**config.mk**
```make
export PLATFORM = sky130hd
export DESIGN_NAME = rcch_ctrl
export DESIGN_NICKNAME = d
export VERILOG_FILES = /design/src/rcch_pkg.sv /design/src/rcch_ctrl.sv
export SDC_FILE = /design/constraint.sdc
export NUM_CORES = 1
export LEC_CHECK = 0
export BUFFER_PORTS_ARGS = -buffer_cell sky130_fd_sc_hd__buf_2
export CAP_MARGIN = 20
export CORE_UTILIZATION = 45
export CTS_CLUSTER_DIAMETER = 120
export DETAILED_ROUTE_END_ITERATION = 7
export PLACE_DENSITY = 0.75
export SETUP_SLACK_MARGIN = 0.15
export SLEW_MARGIN = 20
export SYNTH_ARGS = -nofsm -noshare
export SYNTH_HDL_FRONTEND = slang
export SYNTH_SLANG_ARGS = --single-unit
```
**constraint.sdc**
```tcl
create_clock -name clk -period 1.6 [get_ports clk]
set_clock_uncertainty 0.1 [all_clocks]
set_input_delay 0 -clock clk [delete_from_list [all_inputs] [get_ports clk]]
set_output_delay 0 -clock clk [all_outputs]
set_load 0.01 [all_outputs]
```
**src/rcch_pkg.sv**
```systemverilog
package rcch_pkg;

  localparam int ENTITY_ID_BITS = 16;
  localparam int POS_W = 24;
  localparam int DIR_W = 16;
  localparam int LEN_W = 24;
  localparam int SIZE_W = 20;
  localparam int CFG_INDEX_W = 3;
  localparam int CFG_DATA_W = 24;

  // quotient bits kept by the divider; larger quotients saturate
  localparam int DIV_STEPS = 25;
  localparam int DIV_CNT_W = 5;

  localparam logic [CFG_INDEX_W-1:0] REG_START_X = 3'd0;
  localparam logic [CFG_INDEX_W-1:0] REG_START_Y = 3'd1;
  localparam logic [CFG_INDEX_W-1:0] REG_START_Z = 3'd2;
  localparam logic [CFG_INDEX_W-1:0] REG_DIR_X = 3'd3;
  localparam logic [CFG_INDEX_W-1:0] REG_DIR_Y = 3'd4;
  localparam logic [CFG_INDEX_W-1:0] REG_DIR_Z = 3'd5;
  localparam logic [CFG_INDEX_W-1:0] REG_CLAMP = 3'd6;
  localparam logic [CFG_INDEX_W-1:0] REG_MAX_DIST = 3'd7;

  typedef enum logic [4:0] {
    OP_NONE,
    OP_CAPTURE,
    OP_HSQ_A,
    OP_HSQ_B,
    OP_DOT_A,
    OP_DOT_B,
    OP_SNUM_A,
    OP_SNUM_B,
    OP_TLOAD,
    OP_DIV,
    OP_SLOAD,
    OP_OFFSET,
    OP_PX,
    OP_PY,
    OP_PZ,
    OP_DIFF,
    OP_SQ_X,
    OP_SQ_Y,
    OP_SQ_Z,
    OP_CMP,
    OP_EMIT
  } op_t;

  typedef enum logic [4:0] {
    ST_IDLE,
    ST_HSQ_A,
    ST_HSQ_B,
    ST_DOT_A,
    ST_DOT_B,
    ST_SNUM_A,
    ST_SNUM_B,
    ST_TLOAD,
    ST_TDIV,
    ST_SLOAD,
    ST_SDIV,
    ST_OFFSET,
    ST_PX,
    ST_PY,
    ST_PZ,
    ST_DIFF,
    ST_SQ_X,
    ST_SQ_Y,
    ST_SQ_Z,
    ST_CMP,
    ST_EMIT
  } state_t;

  typedef struct packed {
    op_t op;
  } cmd_t;

  typedef struct packed {
    logic last;
    logic out_stall;
  } status_t;

endpackage

```
**src/rcch_ctrl.sv**
```systemverilog
module rcch_ctrl (
  input  logic               clk,
  input  logic               rst,
  input  logic               in_valid,
  output logic               in_ready,
  input  rcch_pkg::status_t  status,
  output rcch_pkg::cmd_t     cmd
);

  rcch_pkg::state_t state, state_next;
  logic [rcch_pkg::DIV_CNT_W-1:0] cnt, cnt_next;

  always_ff @(posedge clk) begin
    if (rst) begin
      state <= rcch_pkg::ST_IDLE;
      cnt <= '0;
    end else begin
      state <= state_next;
      cnt <= cnt_next;
    end
  end

  always_comb begin
    state_next = state;
    cnt_next = cnt;
    in_ready = 1'b0;
    cmd.op = rcch_pkg::OP_NONE;
    unique case (state)
      rcch_pkg::ST_IDLE: begin
        in_ready = 1'b1;
        if (in_valid) begin
          cmd.op = rcch_pkg::OP_CAPTURE;
          state_next = rcch_pkg::ST_HSQ_A;
        end
      end
      rcch_pkg::ST_HSQ_A: begin
        cmd.op = rcch_pkg::OP_HSQ_A;
        state_next = rcch_pkg::ST_HSQ_B;
      end
      rcch_pkg::ST_HSQ_B: begin
        cmd.op = rcch_pkg::OP_HSQ_B;
        state_next = rcch_pkg::ST_DOT_A;
      end
      rcch_pkg::ST_DOT_A: begin
        cmd.op = rcch_pkg::OP_DOT_A;
        state_next = rcch_pkg::ST_DOT_B;
      end
      rcch_pkg::ST_DOT_B: begin
        cmd.op = rcch_pkg::OP_DOT_B;
        state_next = rcch_pkg::ST_SNUM_A;
      end
      rcch_pkg::ST_SNUM_A: begin
        cmd.op = rcch_pkg::OP_SNUM_A;
        state_next = rcch_pkg::ST_SNUM_B;
      end
      rcch_pkg::ST_SNUM_B: begin
        cmd.op = rcch_pkg::OP_SNUM_B;
        state_next = rcch_pkg::ST_TLOAD;
      end
      rcch_pkg::ST_TLOAD: begin
        cmd.op = rcch_pkg::OP_TLOAD;
        cnt_next = '0;
        state_next = rcch_pkg::ST_TDIV;
      end
      rcch_pkg::ST_TDIV: begin
        cmd.op = rcch_pkg::OP_DIV;
        cnt_next = cnt + 1'b1;
        if (cnt == rcch_pkg::DIV_CNT_W'(rcch_pkg::DIV_STEPS - 1)) begin
          state_next = rcch_pkg::ST_SLOAD;
        end
      end
      rcch_pkg::ST_SLOAD: begin
        cmd.op = rcch_pkg::OP_SLOAD;
        cnt_next = '0;
        state_next = rcch_pkg::ST_SDIV;
      end
      rcch_pkg::ST_SDIV: begin
        cmd.op = rcch_pkg::OP_DIV;
        cnt_next = cnt + 1'b1;
        if (cnt == rcch_pkg::DIV_CNT_W'(rcch_pkg::DIV_STEPS - 1)) begin
          state_next = rcch_pkg::ST_OFFSET;
        end
      end
      rcch_pkg::ST_OFFSET: begin
        cmd.op = rcch_pkg::OP_OFFSET;
        state_next = rcch_pkg::ST_PX;
      end
      rcch_pkg::ST_PX: begin
        cmd.op = rcch_pkg::OP_PX;
        state_next = rcch_pkg::ST_PY;
      end
      rcch_pkg::ST_PY: begin
        cmd.op = rcch_pkg::OP_PY;
        state_next = rcch_pkg::ST_PZ;
      end
      rcch_pkg::ST_PZ: begin
        cmd.op = rcch_pkg::OP_PZ;
        state_next = rcch_pkg::ST_DIFF;
      end
      rcch_pkg::ST_DIFF: begin
        cmd.op = rcch_pkg::OP_DIFF;
        state_next = rcch_pkg::ST_SQ_X;
      end
      rcch_pkg::ST_SQ_X: begin
        cmd.op = rcch_pkg::OP_SQ_X;
        state_next = rcch_pkg::ST_SQ_Y;
      end
      rcch_pkg::ST_SQ_Y: begin
        cmd.op = rcch_pkg::OP_SQ_Y;
        state_next = rcch_pkg::ST_SQ_Z;
      end
      rcch_pkg::ST_SQ_Z: begin
        cmd.op = rcch_pkg::OP_SQ_Z;
        state_next = rcch_pkg::ST_CMP;
      end
      rcch_pkg::ST_CMP: begin
        cmd.op = rcch_pkg::OP_CMP;
        state_next = status.last ? rcch_pkg::ST_EMIT : rcch_pkg::ST_IDLE;
      end
      rcch_pkg::ST_EMIT: begin
        // wait until the output register is free
        if (!status.out_stall) begin
          cmd.op = rcch_pkg::OP_EMIT;
          state_next = rcch_pkg::ST_IDLE;
        end
      end
      default: state_next = rcch_pkg::ST_IDLE;
    endcase
  end

  a_busy_after_accept: assert property (@(posedge clk) disable iff (rst)
    in_valid && in_ready |=> !in_ready)
    else $error("accepted a second transaction while busy");

  a_div_count: assert property (@(posedge clk) disable iff (rst)
    (state == rcch_pkg::ST_TDIV || state == rcch_pkg::ST_SDIV) |->
      cnt < rcch_pkg::DIV_CNT_W'(rcch_pkg::DIV_STEPS))
    else $error("divider step count overrun");

  a_emit_after_cmp: assert property (@(posedge clk) disable iff (rst)
    state == rcch_pkg::ST_EMIT |-> $past(state) == rcch_pkg::ST_CMP ||
      $past(state) == rcch_pkg::ST_EMIT)
    else $error("emit state entered out of sequence");

endmodule

```
==> results.sh, run 1 <==
export IMPL_synth_edf_count=0
export IMPL_die_h_um=41.4
export IMPL_antenna_found_initial=0
export IMPL_rsz0062_at_grt="true"
export IMPL_fin_tns_setup_ns=0
export IMPL_end_kind="output pin"
export IMPL_path_class="flip-flop to output pin"
export IMPL_layout_worst_path_cycle_share_pct=91.2
export IMPL_maxCapViolations=0
export IMPL_route_detailed_drc=0
export IMPL_worst_pin_slew_ns=0.283
export IMPL_dp_hpwl_mm=1.18
export IMPL_slew_violations=0
export IMPL_vias_per_cell=5.75
export IMPL_portBuffers=10
export IMPL_n_antenna_cell=0
export IMPL_setup_viol=0
export IMPL_start_kind="flip-flop"
export IMPL_die_w_um=41.4
export IMPL_synthCells=89
export IMPL_start_util_pct=51.1
export IMPL_root_buffer="clkbuf_4"
export IMPL_clock_latency_ns=0.27
export IMPL_status="finished clean"
export IMPL_finalNetCount=125
export IMPL_cp_required_ns=1.50
export IMPL_yosys_register_bits=10
export IMPL_clkSinkCount=10
export IMPL_grt_pass1_wl_mm=2.46
export IMPL_wl_per_cell_um=14.1
export IMPL_drtIter0Drc=6
export IMPL_detail_route_antenna_nets=0
export IMPL_grt_pass1_vias=615
export IMPL_placeableCoreArea_um2=1370
export IMPL_syn_nets=96
export IMPL_row_count=13
export IMPL_cts_tree="done"
export IMPL_synth_top_area_cell="dfxtp_1"
export IMPL_synthTopCellsByCount="10 x dfxtp_1, 9 x a21oi_1, 8 x nand2_1, 6 x nor2_1, 5 x nor3_1"
export IMPL_utilization_pct=74.6
export IMPL_peakVddDrop_v=0.000472
export IMPL_critPathLaunch="state[0]$_SDFFE_PP0P_"
export IMPL_synth_main_ff_cell="dfxtp_1"
export IMPL_ys_types=36
export IMPL_fp_dieArea_um2=1710
export IMPL_clk_path_buf_depth=2
export IMPL_p_leak_nw=0.407
export IMPL_min_period_ns=1.46
export IMPL_hp_class="primary input to flip-flop"
export IMPL_vias=759
export IMPL_drive_above_1_share_pct=45.3
export IMPL_grt_max_degree=12
export IMPL_yosys_area_top_type_share_pct=28.7
export IMPL_seq_area_frac_synth_pct=28.7
export IMPL_timing_rr_start="state[3]$_SDFFE_PP0P_"
export IMPL_overflow=0
export IMPL_gp_congestion=0.754
export IMPL_path_clk_slew_ns=0.06
export IMPL_htree_num_levels=1
export IMPL_syn_to_final_growth_pct=46.1
export IMPL_numCtsBuffers=3
export IMPL_synthArstFlopShare_pct=0
export IMPL_yosysMostFrequentCell="dfxtp_1"
export IMPL_syn_avg_cell_area_um2=7.84
export IMPL_wirelength_mm=1.87
export IMPL_netlist_area_um2=698
export IMPL_ios=11
export IMPL_critPathMaxFanout=6
export IMPL_min_from="in_valid"
export IMPL_fmax_mhz=685
export IMPL_power_density_nw_per_um2=749
export IMPL_grtUsageTotal_pct=22.2
export IMPL_hold_viol=0
export IMPL_worst_ep_arrival_time_ns=1.36
export IMPL_yosys_warnings=0
export IMPL_yosys_top_cells_area="dfxtp_1 29%, a21oi_1 6.5%, nand2_1 4.3%, a311oi_1 3.8%, xnor2_1 3.8%"
export IMPL_slew_headroom_pct=81.0
export IMPL_drt_first_pass_iters=4
==> sequential cells by signal, summed over array words and instances (netlist names) <==
signal / count
state: 5
cnt: 5
==> per-stage QoR <==
| step | setup WS, ns | cell area (µm²) | std cells | hold slack (ns) | total power (W) |
|---|---|---|---|---|---|
| floorplan | 0.155 | 698 | 89 | 0.0635 | 0.000412 |
| global placement | 0.0785 | 815 | 118 | 0.216 | 0.000473 |
| detailed placement | 0.0544 | 815 | 118 | 0.221 | 0.000477 |
| CTS | 0.117 | 947 | 129 | 0.0146 | 0.000744 |
| global route | 0.0342 | 1020 | 132 | 0.0628 | 0.000808 |
| finish | 0.141 | 1020 | 132 | 0.0572 | 0.000764 |
==> critical path, stage by stage, from the launching register on <==
cell and delay, ns:
dfxtp_4 0.38, buf_6 0.12, nor3_2 0.04, a21oi_1 0.12
nor3_1 0.07, a211oi_1 0.20, buf_2 0.16
==> area by class of cell <==
cell class | count | area, µm²
tap | 15 | 18.8
timing repair buffer | 30 | 221
clock buffer | 4 | 36.3
sequential | 10 | 216
fill | 96 | 347
inverter | 4 | 15.0
multi-input combinational | 69 | 512
==> timing repair <==
action	in CTS	in global routing
buffers inserted	6	3
endpoints found under the hold margin	9	0
resized for setup	14	13
endpoints found under the setup margin	10	12
hold buffers	1	0
pin swaps	4	7
==> power by group <==
group	internal [W]	leakage [nW]	switching, W
combinational	0.000139	0.301	0.000123
sequential	0.000259	0.0844	0.0000195
clock	0.000138	0.0210	0.0000857
==> cell families after synthesis <==
logic type | count (synthesis) | synth area share [%]
AOI/OAI and AO/OA | 28 | 27.6
xor gates and xnor gates | 5 | 6.27
adders and majority gates | 2 | 3.58
buffers and inverters | 10 | 6.09
DFF | 10 | 28.7
and+or+nand+nor | 34 | 27.8
==> routing by layer <==
layer,routed length [µm],vias to the layer above,GRT usage (%)
li1,-,387,-
met2,956,12,38.7
met4,4,0,0
met5,0,-,0
met3,62,2,9.57
met1,844,358,26.9
==> worst paths after layout <==
path | depth (start not counted) | endpoint | slack (ns)
max | 6 | cmd[0] | 0.14
min | 4 | state[0]$_SDFFE_PP0P_ | 0.06
max reg2reg | 5 | cnt[2]$_SDFFE_PP0P_ | 0.15
min reg2reg | 1 | cnt[4]$_SDFFE_PP0P_ | 0.42
==> cells in the final DEF, fill, tap and decap left out, drive strengths merged, types with 2 or more instances in the layout <==
| master | n |
|---|---|
| nand2 | 9 |
| a41oi | 2 |
| buf | 29 |
| nor3 | 5 |
| a211oi | 3 |
| xor2 | 2 |
| o21ai | 3 |
| nand3 | 2 |
| xnor2 | 3 |
| clkbuf | 4 |
| nand2b | 2 |
| ha | 2 |
| dfxtp | 10 |
| a311oi | 3 |
| nor2b | 3 |
| inv | 4 |
| nor2 | 6 |
| a32oi | 2 |
| a21oi | 9 |
Power figures use the tool's default switching activity.
==> run 2: changes to the inputs <==
- SETUP_SLACK_MARGIN: 0.15 -> 0.4
- clock period: 1.6 -> 1.5 ns (I/O delays scaled with it)
==> run 2 against run 1 <==
Effect of this change: the flow now finishes with violations (negative setup slack); sequential share of layout area decreased by 3.6 points; non-clock buffer count increased by 7; count of clock-buffer cells in the layout did not move; clock power grew 16%; sequential cell count unchanged; worst hold slack better by 0.00094 ns; global-route usage increased by 7.1 points; highest routed layer unchanged.
==> results.sh, run 2 (synthesis gave the netlist of run 1 again) <==
export IMPL_vias_per_cell=6.58
export IMPL_clock_latency_ns=0.29
export IMPL_reg2reg_depth=5
export IMPL_grtUsageTotal_pct=29.3
export IMPL_clk_path_buf_depth=2
export IMPL_utilization_pct=90.3
export IMPL_end_kind="flip-flop"
export IMPL_timing_rr_start="state[0]$_SDFFE_PP0P_"
export IMPL_n_antenna_cell=0
export IMPL_rrSetupSlack_ns=-0.08
export IMPL_min_to="state[0]$_SDFFE_PP0P_"
export IMPL_hp_class="primary input to flip-flop"
export IMPL_slew_violations=0
export IMPL_critPathBufInv=2
export IMPL_critPathMaxFanout=8
export IMPL_design_area_um2=1230
export IMPL_grt_max_degree=15
export IMPL_power_density_nw_per_um2=766
export IMPL_rsz0062_at_grt="true"
export IMPL_peakVddDrop_v=0.000527
export IMPL_crit_chain="buf_8 > nor3b_4 > buf_6 > a221o_1 > a211oi_1"
export IMPL_die_w_um=41.4
export IMPL_whs_ns=0.0581
export IMPL_path_clk_slew_ns=0.08
export IMPL_vias=915
export IMPL_p_leak_nw=0.494
export IMPL_finalNetCount=132
export IMPL_overflow=0
export IMPL_start_util_pct=51.1
export IMPL_violations="negative setup slack"
export IMPL_crit_slowest_cell="dfxtp_4"
export IMPL_fill_cells=58
export IMPL_wirelength_mm=3.06
export IMPL_route_detailed_drc=0
export IMPL_start_kind="flip-flop"
export IMPL_min_period_ns=1.58
export IMPL_fmax_mhz=635
export IMPL_antenna_found_initial=0
export IMPL_r2r_end="state[0]$_SDFFE_PP0P_"
export IMPL_place_inst=115
export IMPL_min_from="in_valid"
export IMPL_fp_dieArea_um2=1710
export IMPL_cp_required_ns=1.57
export IMPL_detail_route_antenna_nets=0
export IMPL_slew_headroom_pct=79.0
export IMPL_largest_registers="cnt (5), state (5)"
export IMPL_die_h_um=41.4
export IMPL_root_buffer="clkbuf_4"
export IMPL_wl_per_cell_um=22.0
export IMPL_setup_viol=5
export IMPL_cpPeakStageDelay_ns=0.42
export IMPL_hold_path_depth=4
export IMPL_ios=11
export IMPL_layout_commonest_cell="buf_4"
export IMPL_dp_hpwl_mm=1.30
export IMPL_fin_ws_ns=-0.0752
export IMPL_grt_pass1_wl_mm=3.11
export IMPL_hold_viol=0
export IMPL_cpLargestDelayFamily="compound AO/OA/AOI/OAI gates"
export IMPL_status="complete, but fails checks"
export IMPL_portBuffers=10
export IMPL_placeableCoreArea_um2=1370
export IMPL_row_count=13
export IMPL_path_class="flip-flop to flip-flop"
export IMPL_worst_pin_slew_ns=0.313
export IMPL_htree_num_levels=1
export IMPL_fin_cells=139
export IMPL_drtIter0Drc=32
export IMPL_clkSinkCount=10
export IMPL_maxCapViolations=0
export IMPL_worst_ep_arrival_time_ns=1.64
export IMPL_layout_common_cells="13 x buf_4, 11 x buf_6, 10 x buf_2, 6 x nand2_1, 6 x a21oi_2"
export IMPL_syn_to_final_growth_pct=76.7
export IMPL_drive_above_1_share_pct=62.9
export IMPL_pre_cts_ws_ns=0.0318
export IMPL_drt_first_pass_iters=4
export IMPL_cts_tree="done"
export IMPL_gp_congestion=0.791
export IMPL_postPlaceCellArea_um2=851
export IMPL_grt_pass1_vias=699
export IMPL_numCtsBuffers=3
export IMPL_layout_worst_path_cycle_share_pct=105
[run 2: worst max path at each step]
| stage | slack [ns] | to | cells past startpoint | from |
|---|---|---|---|---|
| after floorplan | 0.15 | state[0]$_SDFFE_PP0P_ | 4 | state[2]$_SDFFE_PP0P_ |
| after global placement | 0.07 | cnt[2]$_SDFFE_PP0P_ | 4 | state[0]$_SDFFE_PP0P_ |
| after detailed placement | 0.03 | state[0]$_SDFFE_PP0P_ | 5 | state[2]$_SDFFE_PP0P_ |
| after CTS | 0.04 | cmd[4] | 4 | state[1]$_SDFFE_PP0P_ |
| after global routing | -0.19 | cnt[4]$_SDFFE_PP0P_ | 5 | state[2]$_SDFFE_PP0P_ |
| final | -0.08 | state[0]$_SDFFE_PP0P_ | 5 | state[0]$_SDFFE_PP0P_ |
[run 2: power breakdown]
part / internal, W / total [W] / switching (W) / leakage (nW)
Combinational: 0.000192 / 0.000377 / 0.000185 / 0.388
Sequential: 0.000278 / 0.000309 / 0.0000308 / 0.0849
Clock: 0.000148 / 0.000259 / 0.000111 / 0.0210
Total: 0.000618 / 0.000945 / 0.000327 / 0.494
[run 2: timing repair]
action                                 4_1_cts  5_1_grt
cloned                                       1        0
setup buffers                                9        9
endpoints found under the hold margin        9        0
hold buffers                                 1        0
pin swaps                                   11       10
setup endpoints to repair                   16       16
gates resized for setup                     18       30
[run 2: area by class of cell]
| type | count | area (µm²) | area share, % |
|---|---|---|---|
| Clock buffer | 4 | 36.3 | 2.94 |
| Inverter | 4 | 15.0 | 1.22 |
| Multi-Input combinational cell | 69 | 629 | 51.0 |
| Sequential cell | 10 | 218 | 17.6 |
| Tap cell | 15 | 18.8 | 1.52 |
| Timing Repair Buffer | 37 | 317 | 25.7 |
[run 2: worst min-delay path, cell delays in order]
cell and delay, ns:
buf_2 0.12, inv_1 0.07, a221o_1 0.16, a211oi_1 0.06
[run 2: through the flow]
stage          setup TNS, ns  power (W)
6_report              -0.237   0.000945
5_1_grt               -0.543   0.000966
4_1_cts                    0   0.000817
3_5_place_dp               0   0.000517
3_3_place_gp               0   0.000510
2_1_floorplan              0   0.000473
[run 2: metal layers]
| layer | global-route usage, % | wire (µm) | vias up |
|---|---|---|---|
| met5 | 0 | 0 | - |
| met4 | 14.5 | 157 | 0 |
| met3 | 9.57 | 249 | 18 |
| met2 | 49.2 | 1440 | 55 |
| met1 | 33.0 | 1210 | 445 |
| li1 | - | - | 397 |
==> run 3: changes to the inputs <==
- CORE_UTILIZATION: 45 -> 30
- PLACE_DENSITY: 0.75 -> 0.57
- REMOVE_ABC_BUFFERS: not set -> 1
==> run 3 against run 2 <==
Effect of this change: the flow now finishes without violations; worst setup slack improved by 0.085 ns; cell count increased by 10%; total power decreased by 3.4%; non-clock buffer count increased by 1; sequential cell count unchanged; die area increased by 47%; via count decreased by 13%; critical path depth increased by 1; sequential power decreased by 3%; sequential share of layout area increased by 0.90 points; critical path type unchanged; largest cell class unchanged; largest power group unchanged.
==> results.sh, run 3 (synthesis gave the netlist of run 1 again) <==
export IMPL_wl_per_cell_um=14.1
export IMPL_clock_latency_ns=0.27
export IMPL_slew_violations=0
export IMPL_drtIter0Drc=5
export IMPL_grtUsageTotal_pct=16.5
export IMPL_fmax_mhz=671
export IMPL_cpLargestDelayFamily="compound AO/OA/AOI/OAI gates"
export IMPL_finalNetCount=133
export IMPL_layout_commonest_cell="buf_4"
export IMPL_worst_pin_slew_ns=0.303
export IMPL_crit_chain="nor2b_4 > nor3b_4 > buf_4 > buf_4 > a221o_1 > a211oi_1"
export IMPL_cpMostUsedCell="buf_4"
export IMPL_fin_tns_setup_ns=0
export IMPL_peakVddDrop_v=0.000519
export IMPL_vias_per_cell=5.21
export IMPL_worst_ep_arrival_time_ns=1.57
export IMPL_path_clk_slew_ns=0.07
export IMPL_p_leak_nw=0.466
export IMPL_portBuffers=10
export IMPL_clkSinkCount=10
export IMPL_overflow=0
export IMPL_end_kind="flip-flop"
export IMPL_start_util_pct=31.6
export IMPL_fin_ws_ns=0.00956
export IMPL_row_count=17
export IMPL_critPathMaxFanout=5
export IMPL_grt_pass1_wl_mm=3.16
export IMPL_min_period_ns=1.49
export IMPL_layout_common_cells="17 x buf_4, 10 x buf_6, 9 x buf_2, 8 x nand2_1"
export IMPL_path_class="flip-flop to flip-flop"
export IMPL_critPathBufInv=2
export IMPL_drt_first_pass_iters=5
export IMPL_layout_worst_path_cycle_share_pct=99.4
export IMPL_wirelength_mm=2.15
export IMPL_power_density_nw_per_um2=782
export IMPL_route_detailed_drc=0
export IMPL_root_buffer="clkbuf_4"
export IMPL_htree_num_levels=1
export IMPL_detail_route_antenna_nets=0
export IMPL_setup_viol=0
export IMPL_die_w_um=50.2
export IMPL_cpPeakStageDelay_ns=0.33
export IMPL_drive_above_1_share_pct=53.6
export IMPL_antenna_found_initial=0
export IMPL_numCtsBuffers=3
export IMPL_largest_registers="cnt (5), state (5)"
export IMPL_start_kind="flip-flop"
export IMPL_dp_hpwl_mm=1.25
export IMPL_rsz0062_at_grt="true"
export IMPL_whs_ns=0.161
export IMPL_clk_path_buf_depth=2
export IMPL_crit_slowest_cell="dfxtp_2"
export IMPL_gp_congestion=0.754
export IMPL_status="finished clean"
export IMPL_die_h_um=50.2
export IMPL_slew_headroom_pct=79.8
export IMPL_ios=11
export IMPL_hp_class="primary input to flip-flop"
export IMPL_cp_required_ns=1.58
export IMPL_grt_pass1_vias=723
export IMPL_cts_tree="done"
export IMPL_syn_to_final_growth_pct=67.2
export IMPL_n_antenna_cell=0
export IMPL_pre_cts_ws_ns=-0.0248
export IMPL_grt_max_degree=12
export IMPL_placeableCoreArea_um2=2210
export IMPL_maxCapViolations=0
export IMPL_fp_dieArea_um2=2520
export IMPL_vias=797
export IMPL_hold_viol=0
==> run 3: worst min-delay path, stage by stage <==
cell and delay, ns:
buf_2 0.14, a32oi_2 0.14, a2bb2oi_2 0.13, nor2_1 0.08
==> run 3: path summary, 6_finish.rpt <==
check	from	endpoint	slack, ns	depth (start not counted)
worst max register to register	state[3]$_SDFFE_PP0P_	state[0]$_SDFFE_PP0P_	0.01	6
worst min-delay path	status[0]	state[2]$_SDFFE_PP0P_	0.16	4
worst max-delay path	state[3]$_SDFFE_PP0P_	state[0]$_SDFFE_PP0P_	0.01	6
worst min register to register	cnt[4]$_SDFFE_PP0P_	cnt[4]$_SDFFE_PP0P_	0.41	1
==> run 3: report_power, final <==
part / switching [W] / internal, W / total (W) / leakage, nW
Clock: 0.0000960 / 0.000147 / 0.000244 / 0.0210
Combinational: 0.000161 / 0.000207 / 0.000368 / 0.361
Sequential: 0.0000237 / 0.000278 / 0.000301 / 0.0844
Total: 0.000280 / 0.000632 / 0.000913 / 0.466
==> run 3: timing repair <==
action | in CTS | in global routing
endpoints found under the setup margin | 16 | 16
hold buffers | 2 | 0
pin swaps | 8 | 10
hold endpoints to repair | 9 | 0
resized for setup | 33 | 9
cloned | 0 | 0
setup buffers | 5 | 8
==> run 3: final cells by class <==
type | instances | area (µm²)
fill | 213 | 1040
multi-input combinational | 69 | 559
timing repair buffer | 38 | 305
sequential | 10 | 216
clock buffer | 4 | 36.3
tap | 28 | 35.0
inverter | 4 | 15.0
==> run 3: routing by layer <==
layer | GRT usage, % | share of wire (%) | vias up
met5 | 0 | 0 | -
met1 | 19.1 | 45 | 380
met4 | 4.76 | 0.98 | 0
li1 | - | - | 396
met2 | 28.9 | 50 | 17
met3 | 4.85 | 3.9 | 4
==> run 3: per-stage QoR <==
stage / power, W / area, µm² / std cells / util [%]
after floorplan: 0.000425 / 671 / 83 / -
after global placement: 0.000523 / 853 / 134 / 38.6
after detailed placement: 0.000525 / 853 / 134 / 38.6
after CTS: 0.000866 / 1070 / 145 / 48.2
after global routing: 0.000963 / 1170 / 153 / 52.8
final: 0.000913 / 1170 / 153 / 52.8
